==> src/hw/rtl/gn_fifo.sv <==
module gn_fifo #(
  parameter int W     = 8,
  parameter int DEPTH = 4
) (
  input  logic                       clk,
  input  logic                       rst_n,
  input  logic                       push,
  input  logic [W-1:0]               wdata,
  input  logic                       pop,
  output logic [W-1:0]               rdata,
  output logic                       empty,
  output logic [$clog2(DEPTH):0]     count
);

  localparam int AW = $clog2(DEPTH);
  localparam int CW = AW + 1;

  logic [W-1:0]  mem_r [DEPTH];
  logic [AW-1:0] wptr_r, wptr_nxt;
  logic [AW-1:0] rptr_r, rptr_nxt;
  logic [CW-1:0] count_r, count_nxt;

  // Pointer and fill count updates; the producer never pushes when full.
  always_comb begin
    wptr_nxt  = push ? wptr_r + AW'(1) : wptr_r;
    rptr_nxt  = pop ? rptr_r + AW'(1) : rptr_r;
    count_nxt = count_r + CW'(push) - CW'(pop);
  end

  always_ff @(posedge clk) begin
    if (!rst_n) begin
      wptr_r  <= '0;
      rptr_r  <= '0;
      count_r <= '0;
    end else begin
      wptr_r  <= wptr_nxt;
      rptr_r  <= rptr_nxt;
      count_r <= count_nxt;
    end
  end

  // Storage.
  always_ff @(posedge clk) begin
    if (push) begin
      mem_r[wptr_r] <= wdata;
    end
  end

  assign rdata = mem_r[rptr_r];
  assign empty = (count_r == '0);
  assign count = count_r;

endmodule

==> config.mk <==
export PLATFORM = sky130hd
export DESIGN_NAME = gn_fifo
export DESIGN_NICKNAME = d
export VERILOG_FILES = /design/src/hw/rtl/gn_fifo.sv
export SDC_FILE = /design/constraint.sdc
export NUM_CORES = 1
export LEC_CHECK = 0
export BUFFER_PORTS_ARGS = -buffer_cell sky130_fd_sc_hd__buf_2
export CORE_MARGIN = 5
export CORE_UTILIZATION = 62
export CTS_BUF_LIST = sky130_fd_sc_hd__clkbuf_2
export CTS_CLUSTER_SIZE = 20
export DETAILED_ROUTE_END_ITERATION = 10
export GPL_TIMING_DRIVEN = 1
export PLACE_DENSITY = 0.84
export SKIP_CTS_REPAIR_TIMING = 1
export SYNTH_ARGS = -nofsm -noshare
export SYNTH_HDL_FRONTEND = slang
export SYNTH_SLANG_ARGS = --single-unit
export TNS_END_PERCENT = 30
==> constraint.sdc <==
create_clock -name clk -period 2.5 [get_ports clk]
set_input_delay 0.5 -clock clk [delete_from_list [all_inputs] [get_ports clk]]
set_output_delay 0.5 -clock clk [all_outputs]
set_load 0.05 [all_outputs]
==> qor.yml, run 1 <==
netlist_area_um2: 1590
vias: 772
grt_pass1_vias: 834
hold_path.class: "primary input to register"
p_switching_mw: 0.453
ys_seq_area_frac: 0.716
place_hpwl_um: 1850
start_util: 0.643
core_area_um2: 2480
die-height_um: 60.7
met2_usage: 0.285
dieArea_um2: 3690
avgSynthCellArea_um2: 19.0
clock.fmax_ghz: 0.457
setup_violations: 0
firstDrtPassIters: 4
grt_max_degree: 14
worstSetupStartpointType: "register"
cts_buffer_depth: 2
die_x_um: 60.7
sw_frac_of_total: 0.299
worstMarginPinSlew_ps: 482
drv_cap: 0
power_density_nw_per_um2: 842
std_cell_rows: 18
placed_area_um2: 1730
antenna_cells: 0
numCtsBuffers: 5
hold_viol: 0
grt_usage: 0.166
ys_ff_latch: 41
slowest_stage: "mux4_2"
synth_fa_ha_area_frac: 0.0597
max_stage_delay_ps: 550
required_ps: 2000
synthSimpleGateAreaFrac: 0.0432
cts_tree: "built"
remaining_drc_errors: 0
synth_top_family_by_area: "multiplexers"
synth-xor-area-share: 0.0259
p_seq_frac: 0.539
grt_pass1_wl_um: 4040
drive_gt1_frac: 0.354
cp_max_fo: 8
viasPerCell: 5.40
io_buffers: 23
drtAntennaViolNets: 0
rsz0062_at_grt: "no"
clk_latency_ps: 370
n_fill_cell: 166
outcome: "completed"
p_int_mw: 1.06
cp_cell_sequence: "mux4_2 > buf_2"
synth_compound_area_frac: 0.00942
syn_to_final_growth_pct: 12.8
period_minus_slack_ps: 2190
syn_inst: 84
skew_ps: 10.8
cts.sinks: 41
cp.buffers_inverters: 1
crit_family: "multiplexers"
yosys_warnings: 0
routedWlPerCell_um: 17.7
syn-num-nets: 103
ctsRootBufferMaster: "clkbuf_2"
yosysUniqueCellTypes: 17
cts_max_level: 2
slew_violations: 0
nets: 131
clockPowerShare: 0.242
met3_usage: 0.0702
clk_pin_slew_worst_paths_ps: 190
drt_iter0_drc: 24
p_leak_nw: 0.679
overflow: 0
end_kind: "output port"
final_cell_area_um2: 1800
io_pins: 24
antenna_found_initial: 0
place.gp.congestion: 0.679
relSlewSlack: 0.678
ir_worst_vdd_uv: 535
finalCritPeriodShare: 0.875
grt-busiest-layer: "met2"
comb_power_share: 0.219
grt.met1_usage: 0.186
wirelength_um: 2540
crit_type: "register to output port"
tns_ps: 0
synthMuxAreaShare: 0.119
arrival_ps: 1690
reg2reg_slack_ps: 680
flip-flops by register name, indices dropped and copies added (netlist names), named ones only:
| signal | cells |
|---|---|
| wptr_r | 2 |
| rptr_r | 2 |
| count | 3 |
| mem_r | 32 |
per-stage QoR:
step | setup WS (ps) | total power, mW | cells | hold slack [ps] | util
CTS | 49.5 | 1.53 | 143 | 306 | 0.725
finish | 311 | 1.51 | 143 | 325 | 0.726
global placement | 508 | 1.15 | 135 | 513 | 0.698
floorplan | 356 | 1.09 | 84 | 499 | -
detailed placement | 438 | 1.17 | 135 | 521 | 0.698
global route | 178 | 1.59 | 143 | 277 | 0.726
synth_stat cells:
master    instances  share of area
clkbuf_2          1         0.0031
a21bo_2           1         0.0063
xnor2_1           2          0.011
mux2i_1           1         0.0063
nand3b_1          1         0.0047
nor2_1            5          0.012
fa_1              1          0.013
buf_6             1         0.0071
mux4_2            8           0.11
ha_1              6          0.047
and2_1            6          0.024
dfxtp_1           9           0.11
a21oi_1           1         0.0031
inv_1             7          0.016
nor3_1            1         0.0031
edfxtp_1         32           0.60
xor3_1            1          0.015
area by class of cell:
type | instances | area, um2 | area share
flip-flops and latches | 41 | 1140 | 0.635
multi-input cells | 34 | 410 | 0.228
repair buffers | 23 | 115 | 0.0640
clock inverters | 3 | 41.3 | 0.0230
well taps | 30 | 37.5 | 0.0209
inverters | 7 | 26.3 | 0.0146
clock buffers | 5 | 25.0 | 0.0139
power groups by stage:
stage               logic (mW)  registers, mW  clock network (mW)
finish                   0.331          0.816               0.367
detailed placement       0.336          0.832                   0
CTS                      0.337          0.817               0.378
floorplan                0.224          0.863                   0
global placement         0.322          0.828                   0
global route             0.353          0.825               0.411
cells in the final DEF (no fill, tap or decap), types with 2 or more instances in the layout:
cell,count
edfxtp_1,32
buf_2,23
mux4_2,8
dfxtp_1,8
inv_1,7
and2_1,6
ha_1,6
nor2_1,5
clkbuf_2,5
xnor2_1,2
cells by family after synthesis:
| kind of cell | count (synthesis) |
|---|---|
| AO/OA/AOI/OAI | 2 |
| XOR/XNOR | 3 |
| adder cells (fa/ha/maj) | 7 |
| buffers and inverters | 9 |
| flip-flops | 41 |
| multiplexers | 9 |
| AND/OR/NAND/NOR | 13 |
path summary, 6_finish.rpt:
kind	startpoint	end	depth (start not counted)
max	register	rdata[1]	2
min	wdata[7]	mem_r[1][7]	1
min reg2reg	rptr_r[1]	rptr_r[1]	2
max reg2reg	count[0]	count[2]	7
per-layer routing:
layer,wire length (um),part of all wire,up-vias
met4,12,0.0047,0
met1,1010,0.40,384
met5,0,0,-
met3,132,0.052,2
met2,1390,0.55,21
li1,-,-,365
(Power assumes the default switching activity.)
==> run 2, diff against run 1 <==
--- a/config.mk
+++ b/config.mk
@@ -13,6 +13,7 @@
 export DETAILED_ROUTE_END_ITERATION = 10
 export GPL_TIMING_DRIVEN = 1
 export PLACE_DENSITY = 0.84
+export RECOVER_POWER = 25
 export SKIP_CTS_REPAIR_TIMING = 1
 export SYNTH_ARGS = -nofsm -noshare
 export SYNTH_HDL_FRONTEND = slang
==> run 2 against run 1 <==
  * Highest routed layer unchanged
  * Flip-flop and latch count unchanged
  * Global-route usage unchanged
  * Combinational power about the same
  * Critical endpoint unchanged
  * Largest cell class unchanged
==> qor.yml, run 2 (same netlist as run 1, synthesis figures left out) <==
firstDrtPassIters: 4  # unchanged
ctsRootBufferMaster: "clkbuf_2"
drt_iter0_drc: 34  # +42%
routedWlPerCell_um: 17.6  # -0.59%
cts_max_level: 2  # unchanged
dieArea_um2: 3690  # unchanged
outcome: "completed"
crit_type: "register to output port"
clockPowerShare: 0.242  # about the same
overflow: 0  # unchanged
p_leak_nw: 0.660  # -2.8%
worstSetupStartpointType: "register"
clk_pin_slew_worst_paths_ps: 190  # about the same
n_fill_cell: 170  # +2.4%
core_area_um2: 2480  # unchanged
worstMarginPinSlew_ps: 466  # -16.9 ps
hold_path.class: "primary input to register"
std_cell_rows: 18  # unchanged
clk_latency_ps: 370  # about the same
slew_violations: 0  # unchanged
grt_max_degree: 14  # unchanged
cp.buffers_inverters: 1  # unchanged
max_stage_delay_ps: 550  # about the same
die_x_um: 60.7  # unchanged
tns_ps: 0  # unchanged
timing.rr.start: "count[0]"
clock.fmax_ghz: 0.457  # about the same
largest_reg_flops: 32  # unchanged
ir_worst_vdd_uv: 534  # -0.20%
cp-endpoint: "rdata[1]"
whs_ps: 347  # +21.3 ps
antenna_cells: 0  # unchanged
period_minus_slack_ps: 2190  # +0.358 ps
drv_cap: 0  # unchanged
wirelength_um: 2520  # -0.59%
slowest_stage: "mux4_2"
io_buffers: 23  # unchanged
cts_tree: "built"
cp.depth: 2  # unchanged
finalCritPeriodShare: 0.876  # about the same
end_kind: "output port"
arrival_ps: 1690  # about the same
p_seq_frac: 0.540  # about the same
grt_usage: 0.166  # unchanged
comb_power_share: 0.218  # about the same
hold_viol: 0  # unchanged
drive_gt1_frac: 0.292  # -0.0619
sw_frac_of_total: 0.299  # about the same
numCtsBuffers: 5  # unchanged
skew_ps: 10.2  # -0.621 ps
vias: 771  # -0.13%
grt_pass1_vias: 834  # unchanged
crit_family: "multiplexers"
syn_to_final_growth_pct: 12.2
rsz0062_at_grt: "no"
ff2ff_path_depth: 7  # unchanged
cts_buffer_depth: 2  # unchanged
remaining_drc_errors: 0  # unchanged
most-common-layout-cells: "edfxtp_1, buf_2, mux4_2, dfxtp_1"
required_ps: 2000  # about the same
reg2reg_to: "count[2]"
drtAntennaViolNets: 0  # unchanged
p_switching_mw: 0.452  # -0.12%
viasPerCell: 5.39  # -0.13%
p_int_mw: 1.06  # -0.15%
layout_commonest_cell: "edfxtp_1"
setup_violations: 0  # unchanged
io_pins: 24  # unchanged
grt_pass1_wl_um: 4040  # unchanged
power_density_nw_per_um2: 845  # +0.35%
final_cell_area_um2: 1790  # -0.49%
reg2reg_slack_ps: 680  # about the same
placed_area_um2: 1730  # unchanged
top_register: "mem_r"
place_hpwl_um: 1850  # unchanged
start_util: 0.643  # unchanged
nets: 131  # unchanged
antenna_found_initial: 0  # unchanged
relSlewSlack: 0.690  # +0.0113
cts.sinks: 41  # unchanged
cp_cell_sequence: "mux4_2 > buf_2"
place.gp.congestion: 0.679  # unchanged
cp_max_fo: 8  # unchanged
die-height_um: 60.7  # unchanged
run 2: metrics by stage:
step	util	total power, mW	instances	setup WS, ps
5_1_grt	0.722	1.59	143	178
4_1_cts	0.725	1.53	143	49.5
3_3_place_gp	0.698	1.15	135	508
2_1_floorplan	-	1.09	84	356
6_report	0.722	1.51	143	311
3_5_place_dp	0.698	1.17	135	438
run 2: area by class of cell:
type | instances | area (um2) | share of cell area
flip-flops and latches | 41 | 1140 | 0.638
multi-input cells | 34 | 410 | 0.229
repair buffers | 23 | 106 | 0.0594
clock inverters | 3 | 41.3 | 0.0231
well taps | 30 | 37.5 | 0.0210
inverters | 7 | 26.3 | 0.0147
clock buffers | 5 | 25.0 | 0.0140
run 2: worst min-delay path by stage:
stage	end	depth (start not counted)	slack (ps)	from
after floorplan	register	2	500	rptr_r[1]
after global placement	rptr_r[1]	2	510	rptr_r[1]
after detailed placement	register	2	520	rptr_r[1]
after CTS	mem_r[3][5]	1	310	wdata[5]
after global routing	mem_r[3][1]	1	310	wdata[1]
final	count[1]	2	350	rst_n
run 2: power groups by stage:
stage          Combinational [mW]  Sequential (mW)  Clock, mW
2_1_floorplan               0.224            0.863          0
3_3_place_gp                0.322            0.828          0
3_5_place_dp                0.336            0.832          0
4_1_cts                     0.337            0.817      0.378
5_1_grt                     0.351            0.825      0.411
6_report                    0.330            0.816      0.366
run 2: layer usage:
layer,vias to the layer above,share of wire,GRT usage
met1,384,0.39,0.186
met4,0,0.0048,0.0557
met5,-,0,0
met3,2,0.053,0.0702
li1,366,-,-
met2,19,0.55,0.285
