$ cat src/hw/rtl/gn_pkg.sv
package gn_pkg;

  // Fixed field widths of the block.
  localparam int TABLE_SIZE    = 256;
  localparam int CELL_W        = 8;
  localparam int COORD_W       = 32;
  localparam int SCALE_W       = 24;
  localparam int OUT_W         = 18;
  localparam int FRAC_BITS_DEF = 16;
  localparam int MQ_DEPTH      = 4;
  localparam int OQ_DEPTH      = 32;

  localparam logic [SCALE_W-1:0] SCALE_RESET = 24'd65536;
  localparam logic signed [31:0] OUT_MAX     = 32'sd131071;
  localparam logic signed [31:0] OUT_MIN     = -32'sd131072;

  // Request kinds.
  localparam logic MODE_EVAL = 1'b0;
  localparam logic MODE_LOAD = 1'b1;

  // Width of one request as it travels from the front part to the back part.
  function automatic int item_width(input int frac_bits);
    return 1 + 3 * CELL_W + 3 * frac_bits + 2 * CELL_W;
  endfunction

  typedef struct packed {
    logic signed [1:0] gx;
    logic signed [1:0] gy;
    logic signed [1:0] gz;
  } grad_t;

  // The fixed set of sixteen corner gradients.
  function automatic grad_t grad_of(input logic [3:0] h);
    grad_t g;
    case (h)
      4'd0:    g = '{2'sd1,  2'sd1,  2'sd0};
      4'd1:    g = '{-2'sd1, 2'sd1,  2'sd0};
      4'd2:    g = '{2'sd1,  -2'sd1, 2'sd0};
      4'd3:    g = '{-2'sd1, -2'sd1, 2'sd0};
      4'd4:    g = '{2'sd1,  2'sd0,  2'sd1};
      4'd5:    g = '{-2'sd1, 2'sd0,  2'sd1};
      4'd6:    g = '{2'sd1,  2'sd0,  -2'sd1};
      4'd7:    g = '{-2'sd1, 2'sd0,  -2'sd1};
      4'd8:    g = '{2'sd0,  2'sd1,  2'sd1};
      4'd9:    g = '{2'sd0,  -2'sd1, 2'sd1};
      4'd10:   g = '{2'sd0,  2'sd1,  -2'sd1};
      4'd11:   g = '{2'sd0,  -2'sd1, -2'sd1};
      4'd12:   g = '{2'sd1,  2'sd1,  2'sd0};
      4'd13:   g = '{-2'sd1, 2'sd1,  2'sd0};
      4'd14:   g = '{2'sd0,  -2'sd1, 2'sd1};
      4'd15:   g = '{2'sd0,  -2'sd1, -2'sd1};
      default: g = '{2'sd0,  2'sd0,  2'sd0};
    endcase
    return g;
  endfunction

endpackage

$ cat src/hw/rtl/gn_front.sv
module gn_front
  import gn_pkg::*;
#(
  parameter int FRAC_BITS = gn_pkg::FRAC_BITS_DEF
) (
  input  logic                              clk,
  input  logic                              rst_n,
  input  logic                              cfg_wr_en,
  input  logic [gn_pkg::SCALE_W-1:0]        cfg_wr_data,
  input  logic                              accept,
  input  logic                              mode,
  input  logic signed [gn_pkg::COORD_W-1:0] coord_x,
  input  logic signed [gn_pkg::COORD_W-1:0] coord_y,
  input  logic signed [gn_pkg::COORD_W-1:0] coord_z,
  input  logic [gn_pkg::CELL_W-1:0]         table_index,
  input  logic [gn_pkg::CELL_W-1:0]         table_value,
  output logic                              item_valid,
  output logic [gn_pkg::item_width(FRAC_BITS)-1:0] item
);

  localparam int PW = COORD_W + SCALE_W + 1;

  logic [SCALE_W-1:0]   scale_r;
  logic                 valid_r;
  logic                 mode_r;
  logic [CELL_W-1:0]    cell_r [3];
  logic [FRAC_BITS-1:0] frac_r [3];
  logic [CELL_W-1:0]    idx_r, val_r;
  logic signed [PW-1:0] prod [3];

  // Scale each coordinate; the product is exact.
  always_comb begin
    prod[0] = $signed(coord_x) * $signed({1'b0, scale_r});
    prod[1] = $signed(coord_y) * $signed({1'b0, scale_r});
    prod[2] = $signed(coord_z) * $signed({1'b0, scale_r});
  end

  // Configuration register and request valid.
  always_ff @(posedge clk) begin
    if (!rst_n) begin
      scale_r <= SCALE_RESET;
      valid_r <= 1'b0;
    end else begin
      if (cfg_wr_en) begin
        scale_r <= cfg_wr_data;
      end
      valid_r <= accept;
    end
  end

  // Split each scaled coordinate into its lattice cell and its fraction.
  always_ff @(posedge clk) begin
    if (accept) begin
      mode_r <= mode;
      idx_r  <= table_index;
      val_r  <= table_value;
      for (int a = 0; a < 3; a++) begin
        cell_r[a] <= prod[a][2*FRAC_BITS+CELL_W-1:2*FRAC_BITS];
        frac_r[a] <= prod[a][2*FRAC_BITS-1:FRAC_BITS];
      end
    end
  end

  assign item_valid = valid_r;
  assign item = {mode_r, cell_r[0], cell_r[1], cell_r[2],
                 frac_r[0], frac_r[1], frac_r[2], idx_r, val_r};

endmodule

$ cat config.mk
export PLATFORM = sky130hd
export DESIGN_NAME = gn_front
export DESIGN_NICKNAME = d
export VERILOG_FILES = /design/src/hw/rtl/gn_pkg.sv /design/src/hw/rtl/gn_front.sv
export SDC_FILE = /design/constraint.sdc
export NUM_CORES = 2
export LEC_CHECK = 0
export BUFFER_PORTS_ARGS = -buffer_cell sky130_fd_sc_hd__buf_4
export CAP_MARGIN = 40
export CELL_PAD_IN_SITES_DETAIL_PLACEMENT = 0
export CELL_PAD_IN_SITES_GLOBAL_PLACEMENT = 1
export CORE_MARGIN = 2
export CORE_UTILIZATION = 45
export CTS_CLUSTER_DIAMETER = 40
export DETAILED_ROUTE_END_ITERATION = 6
export PLACE_DENSITY = 0.82
export SLEW_MARGIN = 30
export SYNTH_ARGS = -nofsm -noshare
export SYNTH_HDL_FRONTEND = slang
export SYNTH_SLANG_ARGS = --single-unit
$ cat constraint.sdc
create_clock -name clk -period 13.3 [get_ports clk]
set_clock_uncertainty 0.05 [all_clocks]
set_input_delay 1.995 -clock clk [delete_from_list [all_inputs] [get_ports clk]]
set_output_delay 1.995 -clock clk [all_outputs]
set_load 0.01 [all_outputs]
==> impl_results.md <==
* Number of vias after detailed routing at 44328
* Top cell family by delay on the critical path: adder cells
* Post-synthesis share of cell area spent on full adders, half adders and majority gates at between 50% and 60%
* Slew at the pin closest to its max-slew limit at 900 ps
* Element type at the critical path end: register
* Number of storage elements in the synthesis netlist at 114
* TritonCTS clock tree: yes
* Count of nets left with antenna violations after detail routing at 0
* Worst slew margin relative to its limit at approximately two fifths
* Total Power Consumption at 13.4 mW
* Post-synth design cell area at between 60000 and 70000 sq um
* Die outline area at 145000 sq um
* Max-capacitance violation count at 0
* Class of the most critical setup path: in2reg
* Hpwl dp at 129000 microns
* Achievable frequency at 0.113 GHz
* Power per unit of standard cell area at slightly below 200 nW/um^2
* Core area at about 140000 sq um
* RSZ-0062 raised after global routing: false
* Mean instance size in the synthesized netlist at 9.14 sq um
* Number of enable-type register cells in the synthesized netlist at between 80 and 90
* Clock insertion delay at the later pin of the skew report at approximately 520 ps
* Type of the most critical hold path: reg2reg
* I/O Buffers at 230
* Starting density of the core at 45.2%
* Final Routed Wirelength at 168000 microns
* Status: finished, final reports clean
* Synthesized instance count at ~7000
* Cell at the root of the clock tree: sky130_fd_sc_hd__clkbuf_16
* Biggest area consumer among synthesized cells: sky130_fd_sc_hd__fa_1
* Hold_buf cts at 0
* Post-cts resize count at 0
* Sequential area share after synthesis at under 10%
* Die X-Extent at 380 microns
* Fraction of synthesized cell area taken by the top area cell type at 52.5%
* Final RePlAce weighted congestion at about 0.85
* Complex-gate fraction of the synthesized area at 2.01%
* Number of global-route vias before repair at 50197
* Nets in the synthesized netlist at 9134
* Startpoint type of the worst setup path: input port
* Drt via density at between 5 and 6
* Setup-failing EPs final at 0
* Layout net count at 9042
* Share of cells above drive strength 1 at 4.85%
* Count of boundary I/O pins at 231
* Critical path's most frequent cell: sky130_fd_sc_hd__fa_1
* TritonRoute pass-1 iters at 6
* Combined global-route utilization of all metal layers at 24.6%
* Minimum clock period after layout at 8870 ps
* Number of buffers added by the clock tree synthesis step at 17
* Max VDD drop at 271 uV
* Violation count after the first detailed-routing iteration at 2474
* Fillers at approximately 13000
* Simple logic cell fraction of the synthesized area at 17.0%
* Hold Vio Cnt, Final at 0
* Number of cell rows at 138
* Highest net fanout along the worst path at 23
* Die Y at 380 microns
* Final period utilization at 66.7%
* Cell Chain, Critical Path: buf_4 > nand2_1 > fa_1 > fa_1 > fa_1 > fa_1 > inv_1 > fa_1 > fa_1 > inv_1 > fa_1 > inv_1 > ha_1 > a21oi_1 > o21ai_0 > a2111oi_0 > o21ai_1 > a221oi_2 > o21ai_0 > a31oi_1 > o21bai_1 > xnor2_1
* Critical Path Slowest Stage Cell: sky130_fd_sc_hd__a221oi_2
* Largest buffer count on any clock path at 2
* Arrival time reported for the critical path endpoint at slightly above 9000 ps
* Area contributors post-synth: sky130_fd_sc_hd__fa_1, sky130_fd_sc_hd__inv_1, sky130_fd_sc_hd__and2_1
* First-pass GRT wire length at 278000 microns
* Setup Buffers After CTS at 0
* Final-report max-slew violation count at 0
* Routed length per placed instance at 19.1 microns
* Syn-to-layout area delta at 5.73%
* Clock slew at the register clock pins of the worst setup and hold paths at 70 ps
* Setup TNS after final layout at 0 ps
* H-tree Lvls at 4
* Maximum number of pins on one net before global-route repair at 62
* Biggest cell delay along the critical path at 650 ps
* TritonCTS sink count at 114
* Required arrival time at the worst endpoint at around 14000 ps
* Leakage Power at between 30 and 40 nW
* Share of the synthesized netlist area taken by xor and xnor gates at under 10%
* Buffering stage count on the worst path with inverters included at 4
* Share of synthesized registers carrying an async set or reset at 0%
* Multiplexer share of the synthesized area at less than 1%
* Number of distinct library cell variants in the gate-level netlist after synthesis at 59
* DRC violations left at 0
* Remaining Overflow, GRT at 0
* Antenna violations before repair at 6
* Final core occ at 47.8%
* Main combinational cell family by area after synthesis: adder cells
* Synth warn at 0
* Top FF cell, synth: sky130_fd_sc_hd__edfxtp_1
## layer usage
metal | part of all wire, % | global-route usage [%] | vias to the layer above
met4 | 2.5 | 6.53 | 6
li1 | - | - | 19287
met1 | 43 | 33.0 | 23559
met5 | 0.024 | 0 | -
met2 | 49 | 41.7 | 1268
met3 | 6.1 | 3.77 | 208
## synthesized netlist by cell type (3+ instances only)
| master | n |
|---|---|
| sky130_fd_sc_hd__nor2b_1 | 29 |
| sky130_fd_sc_hd__clkbuf_1 | 370 |
| sky130_fd_sc_hd__a31oi_1 | 4 |
| sky130_fd_sc_hd__xnor2_1 | 138 |
| sky130_fd_sc_hd__fa_1 | 1671 |
| sky130_fd_sc_hd__o21a_1 | 8 |
| sky130_fd_sc_hd__xor2_1 | 41 |
| sky130_fd_sc_hd__edfxtp_1 | 89 |
| sky130_fd_sc_hd__mux2i_1 | 24 |
| sky130_fd_sc_hd__a2111oi_0 | 3 |
| sky130_fd_sc_hd__o211ai_1 | 4 |
| sky130_fd_sc_hd__or3_1 | 3 |
| sky130_fd_sc_hd__inv_1 | 1948 |
| sky130_fd_sc_hd__nand3_1 | 22 |
| sky130_fd_sc_hd__nand2b_1 | 3 |
| sky130_fd_sc_hd__o22ai_1 | 3 |
| sky130_fd_sc_hd__a211o_1 | 4 |
| sky130_fd_sc_hd__a21o_1 | 17 |
| sky130_fd_sc_hd__and2_1 | 1083 |
| sky130_fd_sc_hd__o31ai_1 | 6 |
| sky130_fd_sc_hd__a211oi_1 | 15 |
| sky130_fd_sc_hd__nand2_1 | 886 |
| sky130_fd_sc_hd__nand4_1 | 15 |
| sky130_fd_sc_hd__ha_1 | 354 |
| sky130_fd_sc_hd__nor3_1 | 11 |
| sky130_fd_sc_hd__buf_1 | 5 |
| sky130_fd_sc_hd__o21ai_0 | 32 |
| sky130_fd_sc_hd__nor2_1 | 46 |
| sky130_fd_sc_hd__a21oi_1 | 56 |
| sky130_fd_sc_hd__o21bai_1 | 14 |
| sky130_fd_sc_hd__dfxtp_1 | 25 |
| sky130_fd_sc_hd__and3_1 | 5 |
## sequential cells by signal (all words and copies together), names as in the netlist
name / flops
frac_r: 48
mode_r: 1
cell_r: 24
item_valid: 1
val_r: 8
idx_r: 8
scale_r: 24
## cells by family after synthesis
family	count (synthesis)
compound gates	191
xor+xnor	179
fa+ha+maj	2025
buf+inv	2324
flops	114
mux	24
simple gates	2111
## worst min-delay path, cell delays in order (launching register included)
cell and delay [ps]:
sky130_fd_sc_hd__dfxtp_2 330, sky130_fd_sc_hd__mux2i_1 60, sky130_fd_sc_hd__nor2b_1 100
## power breakdown
part	switching, mW	internal [mW]	leakage [nW]
Combinational	6.72	4.97	32.9
Sequential	0.0967	1.06	1.09
Clock	0.240	0.265	0.283
## cells in the final DEF, fill, tap and decap left out, drive strengths merged, types with 15 or more instances in the layout
cell type and n:
dfxtp 25, nand4 15, nand3 22, xor2 41
edfxtp 89, a21o 17, clkbuf 17, ha 354
fa 1671, mux2i 24, a211oi 16, xnor2 138
inv 1958, o21ai 35, a21oi 57, nor2 46
nand2 886, and2 1083, nor2b 29, buf 265
## stage by stage
stage | hold slack (ps) | area (sq um) | instances | setup WS [ps]
after detailed placement | 455 | 66700 | 8746 | 3990
after global placement | 434 | 66700 | 8743 | 4040
after floorplan | 503 | 63700 | 6968 | 4740
after global routing | 501 | 67400 | 8780 | 4040
after CTS | 471 | 67300 | 8778 | 4520
final | 466 | 67400 | 8784 | 4430
## path summary, 6_finish.rpt
path | start | to | slack [ps] | cells after the start
max | coord_x[17] | cell_r[0][7] | 4430 | 22
min | scale_r[14] | scale_r[14] | 470 | 2
max reg2reg | scale_r[9] | cell_r[0][12] | 4460 | 23
min reg2reg | scale_r[14] | scale_r[14] | 470 | 2
## area by class of cell
cell class                      count  area (sq um)  share of cell area (%)
Multi-Input combinational cell   4530         51800                    76.9
Inverter                         1948          7310                    10.9
Sequential cell                   114          3230                    4.80
Tap cell                         1890          2360                    3.51
Timing Repair Buffer              265          2030                    3.02
Clock buffer                       17           425                   0.632
Clock inverter                     15           163                   0.241
Antenna cell                        5          12.5                  0.0186
Power figures use the tool's default switching activity.
